--- config.mk ---
export PLATFORM = sky130hd
export DESIGN_NAME = amm_lane
export DESIGN_NICKNAME = d
export VERILOG_FILES = /design/src/amm_pkg.sv /design/src/amm_lane.sv
export SDC_FILE = /design/constraint.sdc
export NUM_CORES = 1
export LEC_CHECK = 0
export BUFFER_PORTS_ARGS = -buffer_cell sky130_fd_sc_hd__buf_2
export CAP_MARGIN = 10
export CORE_MARGIN = 8
export CORE_UTILIZATION = 40
export DETAILED_ROUTE_END_ITERATION = 12
export GPL_TIMING_DRIVEN = 0
export SYNTH_ARGS = -nofsm -noshare
export SYNTH_HDL_FRONTEND = slang
export SYNTH_SLANG_ARGS = --single-unit
export TNS_END_PERCENT = 5
--- constraint.sdc ---
create_clock -name clk -period 19.5 [get_ports clk]
set_input_delay 3.9 -clock clk [delete_from_list [all_inputs] [get_ports clk]]
set_output_delay 3.9 -clock clk [all_outputs]
set_load 0.01 [all_outputs]
--- src/amm_pkg.sv ---
`timescale 1ns / 1ps

package amm_pkg;

	// Number of channel fields that the stream payload carries.
	localparam int CH_FIELDS = 4;

	localparam int SAMPLE_W = 24;
	localparam int GAIN_W   = 16;
	localparam int THR_W    = 23;
	localparam int MUTE_W   = CH_FIELDS;
	localparam int ROUTE_W  = CH_FIELDS * CH_FIELDS;

	// An exact product of a Q1.23 sample and an unsigned Q4.12 gain is Q5.35.
	localparam int PROD_W = SAMPLE_W + GAIN_W;
	// Sum of all lanes with room for growth.
	localparam int ACC_W  = PROD_W + $clog2(CH_FIELDS);

	localparam int FRAC_SHIFT = 12;

	localparam logic [ACC_W-1:0]    ROUND_HALF = ACC_W'(2048);
	localparam logic [SAMPLE_W-1:0] SAT_MAX    = 24'h7F_FFFF;
	localparam logic [SAMPLE_W-1:0] SAT_MIN    = 24'h80_0000;

	localparam logic [GAIN_W-1:0] GAIN_RESET = 16'd4096;
	localparam logic [THR_W-1:0]  THR_RESET  = 23'd83886;

	// Register indexes (byte address divided by four).
	localparam logic [2:0] REG_GAIN_0 = 3'd0;
	localparam logic [2:0] REG_GAIN_1 = 3'd1;
	localparam logic [2:0] REG_GAIN_2 = 3'd2;
	localparam logic [2:0] REG_GAIN_3 = 3'd3;
	localparam logic [2:0] REG_MUTE   = 3'd4;
	localparam logic [2:0] REG_ROUTE  = 3'd5;
	localparam logic [2:0] REG_THRESH = 3'd6;

	typedef logic signed [SAMPLE_W-1:0] sample_t;
	typedef logic signed [PROD_W-1:0]   prod_t;
	typedef logic        [GAIN_W-1:0]   gain_t;
	typedef logic        [THR_W-1:0]    thr_t;

	typedef struct packed {
		gain_t [CH_FIELDS-1:0] gain;
		logic  [MUTE_W-1:0]    mute;
		logic  [ROUTE_W-1:0]   route;
		thr_t                  thr;
	} cfg_t;

endpackage

--- src/amm_lane.sv ---
`timescale 1ns / 1ps

module amm_lane (
	input  logic             clk,
	input  logic             en,
	input  amm_pkg::sample_t sample,
	input  amm_pkg::gain_t   gain,
	input  logic             muted,
	input  amm_pkg::thr_t    thr,
	output amm_pkg::prod_t   prod_s1,
	output logic             above_s1
);

	logic signed [amm_pkg::PROD_W:0]   full_prod;
	logic signed [amm_pkg::SAMPLE_W:0] sample_ext;
	logic        [amm_pkg::SAMPLE_W:0] mag;
	logic                              above;

	assign full_prod  = sample * $signed({1'b0, gain});
	assign sample_ext = {sample[amm_pkg::SAMPLE_W-1], sample};
	// The negative full-scale value maps to a magnitude of 2^23, which fits in 25 bits.
	assign mag        = sample[amm_pkg::SAMPLE_W-1] ? $unsigned(-sample_ext)
		: $unsigned(sample_ext);
	assign above      = mag > {2'b00, thr};

	always_ff @(posedge clk) begin
		if (en) begin
			prod_s1  <= muted ? '0 : amm_pkg::PROD_W'(full_prod);
			above_s1 <= above;
		end
	end

endmodule

# After elaboration in Yosys (flattened, before gate mapping)

Cells that the tools add are included.
W data, S select, Z words.

Bits of input ports: 66
Word-level logic and storage cells: 6
Output and inout port bits: 41
Bits in registers: 41

Multiplexer cells: 1
Magnitude comparators: 1
$mul: 1
$add $sub $neg: 1

Operator list:

| kind             | number |
|---|---|
| $mul A24 B17 Y40 | 1 |
| $gt A25 B23 Y1   | 1 |
| $mux W25         | 1 |
| $neg A24 Y25     | 1 |

# Logic depth before layout (Yosys ltp)

Depth after elaboration: 3
Depth in mapped cells: 25
Gate-level depth less buffers: 23

# Worst setup path after synthesis

OpenSTA, ideal clock, no wires.

Path kind: in2reg
Start point: input sample[11]
End point: register prod_s1[28] (data pin)
Setup slack: 9.585 ns
Data arrival time: 9.649 ns
Cell stages on the path: 22
Cells stage by stage: clkbuf_1 > buf_1 > nand2_1 > fa_1 > fa_1 > inv_1 > fa_1 > fa_1 > fa_1 > inv_1 > fa_1 > inv_1 > ha_1 > a21oi_1 > o21ai_0 > a221oi_1 > a31oi_1 > a211o_1 > a2111oi_0 > o31ai_1 > xnor2_1 > nor2_1

Word-level cells in the longest chain between the ends: 1

RTL lines:

| element                | line           | RTL |
|---|---|---|
| start: declaration     | amm_lane.sv:6  | `input amm_pkg::sample_t sample,` |
| $mul A24 B17 Y40       | amm_lane.sv:19 | `assign full_prod = sample * $signed({1'b0, gain});` |
| end signal: assignment | amm_lane.sv:28 | `prod_s1 <= muted ? '0 : amm_pkg::PROD_W'(full_prod);` |
| end: declaration       | amm_lane.sv:10 | `output amm_pkg::prod_t prod_s1,` |

No other way between the ends.
A chain may end at the register's enable or synchronous reset.

# Worst setup path after layout

Start point: input sample[10]
End point: register prod_s1[28] (data pin)

Same word-level chain as after synthesis.

==> flow_summary.toml <==
[synthesis]
syn-cell-area_mm2 = 0.01625
synth_nets = 2372
synth_top_cell_area_share = 0.4582
synth_edf_count = 41
synth_commonest_cells = "481 x inv_1, 372 x fa_1, 259 x nand2_1"
yosys.area.top_type = "fa_1"
synthCells = 1812
synth_cell_types = 54
yosysSeqAreaShare = 0.07576
synth_most_common_cell = "inv_1"
synth-warning-count = 0
async_flop_share = 0
synth_area_leaders = "fa_1 46%, inv_1 11%, ha_1 9.4%, edfxtp_1 7.6%, nand2_1 6.0%"
synth-main-ff-cell = "edfxtp_1"
synth.avg_cell_area_um2 = 8.969
synth-seq-cells = 41

[worst_setup_path]
end_kind = "flop"
startpoint_type = "input pin"
arrival_ns = 11.42
critPathKind = "in2reg"
required_ns = 19.52
critPathMaxFanout = 10

[placement]
port_buffers = 96
dp_cells = 2440
dp_hpwl_um = 38870
globalplace.congestion = 0.9071

[die]
die_y_um = 217.6
core_area_mm2 = 0.04046
die_area_mm2 = 0.04733
io_pins = 107
initial_utilization = 0.4017
rows = 74
die_x_um = 217.6

[detailed_routing]
dr.first_iter.drc_count = 601
routed_via_density = 4.992
wl_per_cell_um = 18.17
dr.pass1.iters = 5
routed_wl_um = 44470
via_count = 12220
drc = 0
antenna_left = 0

[sta]
drv_slew = 0
whs_ns = 4.034
min_period_over_period = 0.5848
worst_pin_slew_ns = 1.012
fin_crit_ns = 11.40
rsz0062_at_grt = "no"
hold_violations = 0
fmax_mhz = 87.69
setup_viol = 0
finalSetupTns_ns = 0
relSlewSlack = 0.3256

[clock_tree]
cts_hold_buf = 0
h-tree-depth = 2
post-cts-setup-buffer-count = 0
cts_sinks = 41
clk_path_buf_depth = 2
post_cts_resized = 0
clkSlewWorstSetupHoldPaths_ns = 0.06
numCtsBuffers = 5
root_buffer = "clkbuf_16"
cts_tree = "built"

[final_layout]
final_util = 0.4339
final_cell_count_no_fill = 2447
nets = 2475
area_growth_pct = 8.038
antenna_cells = 0
drive_gt1_frac = 0.06214

[grt]
grt_pass1_vias = 13860
antenna_found_initial = 0
grt_use_total = 0.1992
grt_max_degree = 42
grt.overflow.total = 0
grt_pass1_wl_um = 73970

[run]
maxCapViolations = 0

[hold_path]
hp-class = "in2reg"

[outcome]
status = "finished, final reports clean"
[state kept, by name (all words and copies together) (netlist names)]
| signal | flops |
|---|---|
| above_s1 | 1 |
| prod_s1 | 40 |
[critical path, stage by stage]
cell and delay [ns]:
buf_2 0.11, clkbuf_1 0.49, buf_1 0.55, nand2_1 0.16, fa_1 0.57, fa_1 0.55
inv_1 0.05, fa_1 0.48, fa_1 0.51, fa_1 0.50, inv_1 0.06, fa_1 0.51
inv_1 0.05, ha_1 0.35, a21oi_1 0.17, o21ai_0 0.14, a221oi_1 0.49, a31oi_1 0.38
a211o_1 0.41, a2111oi_0 0.54, o31ai_1 0.15, xnor2_1 0.22, nor2_1 0.08
[cells in the final DEF, fill, tap and decap left out, types with 13 or more instances in the layout]
master / count
edfxtp_1: 41
buf_2: 96
clkbuf_1: 74
nor2_1: 40
a21oi_1: 38
ha_1: 122
xor2_1: 13
xnor2_1: 43
fa_1: 372
a21o_1: 20
o21ai_0: 30
nand2_1: 259
inv_1: 481
and2_1: 150
[metrics by stage]
stage               worst slack, ns  area, um2
floorplan                     9.585      16250
global placement              7.909      17400
detailed placement            7.870      17400
CTS                           8.167      17560
global route                  7.632      17560
finish                        8.096      17560
[layout make-up]
class	instances	area, um2
multi-input combinational	1206	12890
clock buffer	5	125.1
buffer	84	324.1
clock inverter	2	35.03
inverter	481	1805
timing repair buffer	96	480.5
fill	4051	22900
sequential	41	1231
tap	532	665.6
[layer usage]
metal | GRT usage | part of all wire | vias up
met5 | 0 | 0 | -
met4 | 0.04351 | 0.021 | 0
met3 | 0.03176 | 0.056 | 64
met2 | 0.3625 | 0.52 | 318
met1 | 0.2452 | 0.40 | 6295
li1 | - | - | 5538
[kinds of logic after synthesis]
kind of cell    after synthesis  share of synthesized area
buf+inv                     565                     0.1310
flops                        41                    0.07576
simple gates                516                     0.1539
xor+xnor                     56                    0.03018
fa+ha+maj                   494                     0.5522
compound gates              139                    0.05628
mux                           1                  0.0006928
[path summary, 6_finish.rpt]
| kind | startpoint | cells after the start | endpoint |
|---|---|---|---|
| worst min-delay path | gain[0] | 3 | prod_s1[0] |
| worst max-delay path | sample[10] | 23 | prod_s1[28] |
Power is not shown: default switching activity piles up to over one toggle a cycle in this logic, so the estimate is an artifact.
