--- src/amm_pkg.sv ---
`timescale 1ns / 1ps

package amm_pkg;

	// Number of channel fields that the stream payload carries.
	localparam int CH_FIELDS = 4;

	localparam int SAMPLE_W = 24;
	localparam int GAIN_W   = 16;
	localparam int THR_W    = 23;
	localparam int MUTE_W   = CH_FIELDS;
	localparam int ROUTE_W  = CH_FIELDS * CH_FIELDS;

	// An exact product of a Q1.23 sample and an unsigned Q4.12 gain is Q5.35.
	localparam int PROD_W = SAMPLE_W + GAIN_W;
	// Sum of all lanes with room for growth.
	localparam int ACC_W  = PROD_W + $clog2(CH_FIELDS);

	localparam int FRAC_SHIFT = 12;

	localparam logic [ACC_W-1:0]    ROUND_HALF = ACC_W'(2048);
	localparam logic [SAMPLE_W-1:0] SAT_MAX    = 24'h7F_FFFF;
	localparam logic [SAMPLE_W-1:0] SAT_MIN    = 24'h80_0000;

	localparam logic [GAIN_W-1:0] GAIN_RESET = 16'd4096;
	localparam logic [THR_W-1:0]  THR_RESET  = 23'd83886;

	// Register indexes (byte address divided by four).
	localparam logic [2:0] REG_GAIN_0 = 3'd0;
	localparam logic [2:0] REG_GAIN_1 = 3'd1;
	localparam logic [2:0] REG_GAIN_2 = 3'd2;
	localparam logic [2:0] REG_GAIN_3 = 3'd3;
	localparam logic [2:0] REG_MUTE   = 3'd4;
	localparam logic [2:0] REG_ROUTE  = 3'd5;
	localparam logic [2:0] REG_THRESH = 3'd6;

	typedef logic signed [SAMPLE_W-1:0] sample_t;
	typedef logic signed [PROD_W-1:0]   prod_t;
	typedef logic        [GAIN_W-1:0]   gain_t;
	typedef logic        [THR_W-1:0]    thr_t;

	typedef struct packed {
		gain_t [CH_FIELDS-1:0] gain;
		logic  [MUTE_W-1:0]    mute;
		logic  [ROUTE_W-1:0]   route;
		thr_t                  thr;
	} cfg_t;

endpackage

--- src/amm_regs.sv ---
`timescale 1ns / 1ps

module amm_regs (
	input  logic                clk,
	input  logic                arst_n,
	input  logic                psel,
	input  logic                penable,
	input  logic                pwrite,
	input  logic [4:0]          paddr,
	input  logic [31:0]         pwdata,
	output logic [31:0]         prdata,
	output logic                pready,
	output amm_pkg::cfg_t       cfg
);

	amm_pkg::cfg_t cfg_q;
	logic          wr_en;
	logic [2:0]    idx;

	assign pready = 1'b1;
	assign wr_en  = psel & penable & pwrite & pready;
	assign idx    = paddr[4:2];
	assign cfg    = cfg_q;

	always_ff @(posedge clk or negedge arst_n) begin
		if (!arst_n) begin
			for (int i = 0; i < amm_pkg::CH_FIELDS; i++) begin
				cfg_q.gain[i] <= amm_pkg::GAIN_RESET;
			end
			cfg_q.mute  <= '0;
			cfg_q.route <= '0;
			cfg_q.thr   <= amm_pkg::THR_RESET;
		end else if (wr_en) begin
			case (idx)
				amm_pkg::REG_GAIN_0: cfg_q.gain[0] <= pwdata[amm_pkg::GAIN_W-1:0];
				amm_pkg::REG_GAIN_1: cfg_q.gain[1] <= pwdata[amm_pkg::GAIN_W-1:0];
				amm_pkg::REG_GAIN_2: cfg_q.gain[2] <= pwdata[amm_pkg::GAIN_W-1:0];
				amm_pkg::REG_GAIN_3: cfg_q.gain[3] <= pwdata[amm_pkg::GAIN_W-1:0];
				amm_pkg::REG_MUTE:   cfg_q.mute    <= pwdata[amm_pkg::MUTE_W-1:0];
				amm_pkg::REG_ROUTE:  cfg_q.route   <= pwdata[amm_pkg::ROUTE_W-1:0];
				amm_pkg::REG_THRESH: cfg_q.thr     <= pwdata[amm_pkg::THR_W-1:0];
				default: begin
				end
			endcase
		end
	end

	always_comb begin
		case (idx)
			amm_pkg::REG_GAIN_0: prdata = 32'(cfg_q.gain[0]);
			amm_pkg::REG_GAIN_1: prdata = 32'(cfg_q.gain[1]);
			amm_pkg::REG_GAIN_2: prdata = 32'(cfg_q.gain[2]);
			amm_pkg::REG_GAIN_3: prdata = 32'(cfg_q.gain[3]);
			amm_pkg::REG_MUTE:   prdata = 32'(cfg_q.mute);
			amm_pkg::REG_ROUTE:  prdata = 32'(cfg_q.route);
			amm_pkg::REG_THRESH: prdata = 32'(cfg_q.thr);
			default:             prdata = '0;
		endcase
	end

endmodule

--- config.mk ---
export PLATFORM = sky130hd
export DESIGN_NAME = amm_regs
export DESIGN_NICKNAME = d
export VERILOG_FILES = /design/src/amm_pkg.sv /design/src/amm_regs.sv
export SDC_FILE = /design/constraint.sdc
export NUM_CORES = 1
export LEC_CHECK = 0
export BUFFER_PORTS_ARGS = -buffer_cell sky130_fd_sc_hd__buf_4
export CAP_MARGIN = 20
export CORE_MARGIN = 2
export CORE_UTILIZATION = 50
export DETAILED_ROUTE_END_ITERATION = 10
export PLACE_DENSITY = 0.85
export SYNTH_ARGS = -nofsm -noshare
export SYNTH_HDL_FRONTEND = slang
export SYNTH_SLANG_ARGS = --single-unit
--- constraint.sdc ---
create_clock -name clk -period 2.65 [get_ports clk]
set_clock_uncertainty 0.05 [all_clocks]
set_input_delay 0.6625 -clock clk [delete_from_list [all_inputs] [get_ports clk]]
set_output_delay 0.6625 -clock clk [all_outputs]
set_load 0.02 [all_outputs]
Word-level counts from Yosys, hierarchy flattened
Cells that the tools add are included.
W data, S select, Z words.
{"block": "op_classes", "eq_ne": 6, "muxes": 1, "n_bitwise": 2, "reduce_logical": 8}
{"op": "$pmux W23 S7", "n": 1}
{"op": "$reduce_and A2 Y1", "n": 7}
{"op": "$eq A3 B3 Y1 const B", "n": 3}
{"op": "$eq A3 B2 Y1 const B", "n": 2}
{"op": "$eq A3 B1 Y1 const B", "n": 1}
{"op": "$logic_not A3 Y1", "n": 1}
{"op": "$and A1 B1 Y1", "n": 2}
{"block": "word_totals", "ff_bits": 107, "input_bits": 42, "word_cells": 24}

Longest topological paths before layout
{"block": "logic_depth", "word_depth": 3, "ltp_mapped": 6, "depth_no_buf": 3}

Worst setup path after synthesis
Ideal clock, no wire load.
{"block": "synth_path", "path_type": "input-to-output", "from": "input port paddr[2]", "to": "output port prdata[15]", "t_arrival_ps": 1989, "t_required_ps": 1938, "setup_slack_ps": -51, "cell_stages": 5, "n_path_buf": 2, "cell_sequence": "buf_2 buf_2 nor2b_1 a221oi_1 a221oi_1"}
{"block": "synth_between", "elab_chain_cells": 2, "elab_cells_between_ends": 8, "classes_between": "eq/ne: 6; mux: 1; reduce/logical: 1"}
{"element": "start: declaration", "line": "amm_regs.sv:9", "text": "input logic [4:0] paddr,"}
{"element": "$eq A3 B3 Y1 (tied with other cells)", "line": "amm_regs.sv:49", "text": "case (idx)"}
{"element": "$pmux W23 S7 *", "line": "amm_regs.sv:49"}
{"element": "end: declaration", "line": "amm_regs.sv:11", "text": "output logic [31:0] prdata,"}
Mark *: on every way between the ends. The rest lies on a longest branch, timed or not.

Worst setup path after layout
{"block": "layout_path", "from": "input port paddr[2]", "to": "output port prdata[6]"}
The elaborated chain is that of the path after synthesis.

==> impl_metrics.yaml <==
clock_network:
  postCtsSetupBuffers: 0
  clock_path_buffers: 2
  clk_pin_slew_ps: 110
  cts_buffers: 9
  cts_sinks: 107
  cts_root_buf: "clkbuf_8"
  cts_tree: "built"
  clk_latency_ps: 360
  postCtsHoldBufs: 0
  ctsHtreeMaxLevel: 3
layout:
  fillCellCount: 741
  finish.instance_area_mm2: 0.00673
  final_layout_size_suffix_gt1_frac: 0.646
  antenna_cells: 0
  ff_latch_area_mm2: 0.00270
  fin_nets: 580
  area_growth_pct: 33.0
  largest_register_ffs: 107
  final_cell_mix: "182 x buf_4, 122 x mux2_2, 93 x dfrtp_1"
  multi_input_area_mm2: 0.00221
  final_common_cell: "buf_4"
routing:
  routed_wl_um: 13300
  wl_per_cell_um: 19.7
  vias: 3717
  ant_nets: 0
  drtPass1Iterations: 4
  vias_per_cell: 5.50
  drtIter0Drc: 164
  drcViolationCount: 0
worst_setup_path:
  slowest_delay_ps: 350
  worstPathMaxFanout: 30
  crit_path_cell_trace: "buf_4, buf_12, mux2_2, a221o_1, buf_4"
  critPathLaunchType: "input pin"
  crit_type: "input pin to primary output"
  startpoint: "paddr[2]"
  cpMaxStageDelayCell: "mux2_2"
  crit_required_ps: 1940
  crit_path_end_kind: "primary output"
  cpMostUsedCell: "buf_4"
  r2r-start: "cfg[99]"
  arrival_ps: 1850
sta:
  rsz0062_at_grt: "no"
  worst_pin_slew_ps: 525
  period_needed_ps: 2560
  hold_ws_ps: 190
  hold_viol_final: 0
  max_freq_mhz: 390
  period_share: 0.968
  setup_viol: 0
  slew_headroom: 0.649
  tns_ps: 0
  slew_violations: 0
grt:
  antenna_found_initial: 0
  grt_max_degree: 49
  globalRouteTotalUtil: 0.249
  grt_pass1_vias: 3803
  grt_remaining_overflow: 0
  grt_pass1_wl_um: 21100
place:
  placed_area_mm2: 0.00651
  io_buffers: 160
  gp_congestion: 0.851
  hpwlAfterDp_um: 9720
logic_synthesis:
  ys_top_cells_by_area: "dfrtp_1 46%, mux2_2 27%, dfstp_2 7.3%"
  synth_area_mm2: 0.00506
  yosysTopAreaCellShare: 0.460
  yosysWarnings: 0
  ys_seq_area_frac: 0.532
  synth_top_area_cell: "dfrtp_1"
  syn_inst: 363
  avgSynthCellArea_um2: 13.9
  ys_seq_elements: 107
  synthDistinctLibCells: 35
power:
  pwr-share-comb: 0.342
  ir_drop_mv: 0.410
  p_int_uw: 3360
  p_per_area_mw_per_mm2: 755
  switching_power_uw: 1720
  sw_frac_of_total: 0.339
  p_clk_frac: 0.216
  leakage_uw: 0.00325
  pwr-share-seq: 0.442
run_status:
  status: "complete, no violations"
die:
  die_h_um: 105
  die_w_um: 105
  core_mm2: 0.00982
  initial_utilization: 0.516
  row_count: 36
  die_area_mm2: 0.0109
  num_io_pins: 182
min_path:
  hold_path.class: "input pin to async pin"
job:
  maxCapViolations: 0
[kinds of logic (layout without fill, tap and decap cells)]
| family | count (synthesis) | after routing | share of synthesized area |
|---|---|---|---|
| AOI/OAI and AO/OA | 35 | 35 | 0.0539 |
| buffers and inverters | 32 | 204 | 0.0405 |
| DFF | 107 | 107 | 0.532 |
| muxes | 136 | 136 | 0.304 |
| other | 2 | 10 | 0.00148 |
| and+or+nand+nor | 51 | 51 | 0.0675 |
[stage by stage]
step / utilization / std cells / setup WS, ps / power [uW]
floorplan: - / 371 / -11.4 / 3180
global placement: 0.663 / 660 / 34.9 / 3960
detailed placement: 0.663 / 660 / 20.3 / 4020
CTS: 0.685 / 676 / 10.6 / 5100
global route: 0.686 / 676 / 23.9 / 5310
finish: 0.686 / 676 / 85.1 / 5080
[layout make-up]
class / count / share of cell area
Sequential cell: 107 / 0.400
Tap cell: 133 / 0.0247
Clock inverter: 6 / 0.0134
Multi-Input combinational cell: 232 / 0.328
Inverter: 2 / 0.00112
Clock buffer: 10 / 0.0190
Timing Repair Buffer: 186 / 0.214
[repair_timing]
action                                  CTS  global route
endpoints found under the hold margin     0             0
gates resized for setup                   0             2
endpoints found under the setup margin    0             2
[per-layer routing]
layer | vias to the layer above | wire, um | global-route usage
met5 | - | 0 | 0
met4 | 0 | 231 | 0.0848
met3 | 19 | 895 | 0.0505
met2 | 159 | 6770 | 0.422
met1 | 1874 | 5440 | 0.321
li1 | 1665 | - | -
[power groups by stage]
| stage | combinational, uW | sequential (uW) | clock (uW) |
|---|---|---|---|
| 3_3_place_gp | 1710 | 2250 | 0 |
| 5_1_grt | 1830 | 2290 | 1180 |
| 4_1_cts | 1750 | 2240 | 1110 |
| 6_report | 1740 | 2240 | 1100 |
| 3_5_place_dp | 1750 | 2270 | 0 |
| 2_1_floorplan | 567 | 2620 | 0 |
[synth_stat cells]
| cell | n |
|---|---|
| mux2_2 | 122 |
| dfrtp_1 | 93 |
| buf_4 | 18 |
| dfstp_2 | 14 |
| nand2_1 | 13 |
| mux2i_1 | 11 |
| a221oi_1 | 8 |
| buf_2 | 8 |
| a31oi_1 | 7 |
| and2_1 | 7 |
| nor2_1 | 5 |
| nor2b_1 | 5 |
| o211ai_1 | 5 |
| a32oi_1 | 4 |
| and3b_1 | 4 |
| a21oi_1 | 3 |
| a221o_1 | 3 |
| and4b_1 | 3 |
| clkbuf_1 | 3 |
| nand3_1 | 3 |
| nor2_2 | 3 |
| o2bb2ai_1 | 3 |
| a22oi_1 | 2 |
| conb_1 | 2 |
| inv_1 | 2 |
| mux4_2 | 2 |
| nor3_4 | 2 |
| buf_6 | 1 |
| mux2_1 | 1 |
| nand2b_1 | 1 |
| nand2b_2 | 1 |
| nand4_2 | 1 |
| nand4b_4 | 1 |
| nor2_4 | 1 |
| nor3_1 | 1 |
[worst paths after layout]
check                            end  slack, ps  cells after the start
hold reg to reg               cfg[4]        490                      1
setup reg to reg             cfg[99]       1790                      1
max in group asynchronous     cfg[2]       1600                      2
hold / removal               cfg[84]        190                      1
min in group clk             cfg[18]        470                      2
setup / recovery           prdata[6]         90                      5
[critical path: cells and delay by family]
family | cells | cell delay, ps
buf+inv | 3 | 540
mux | 1 | 350
compound gates | 1 | 290
Power figures use the tool's default switching activity.
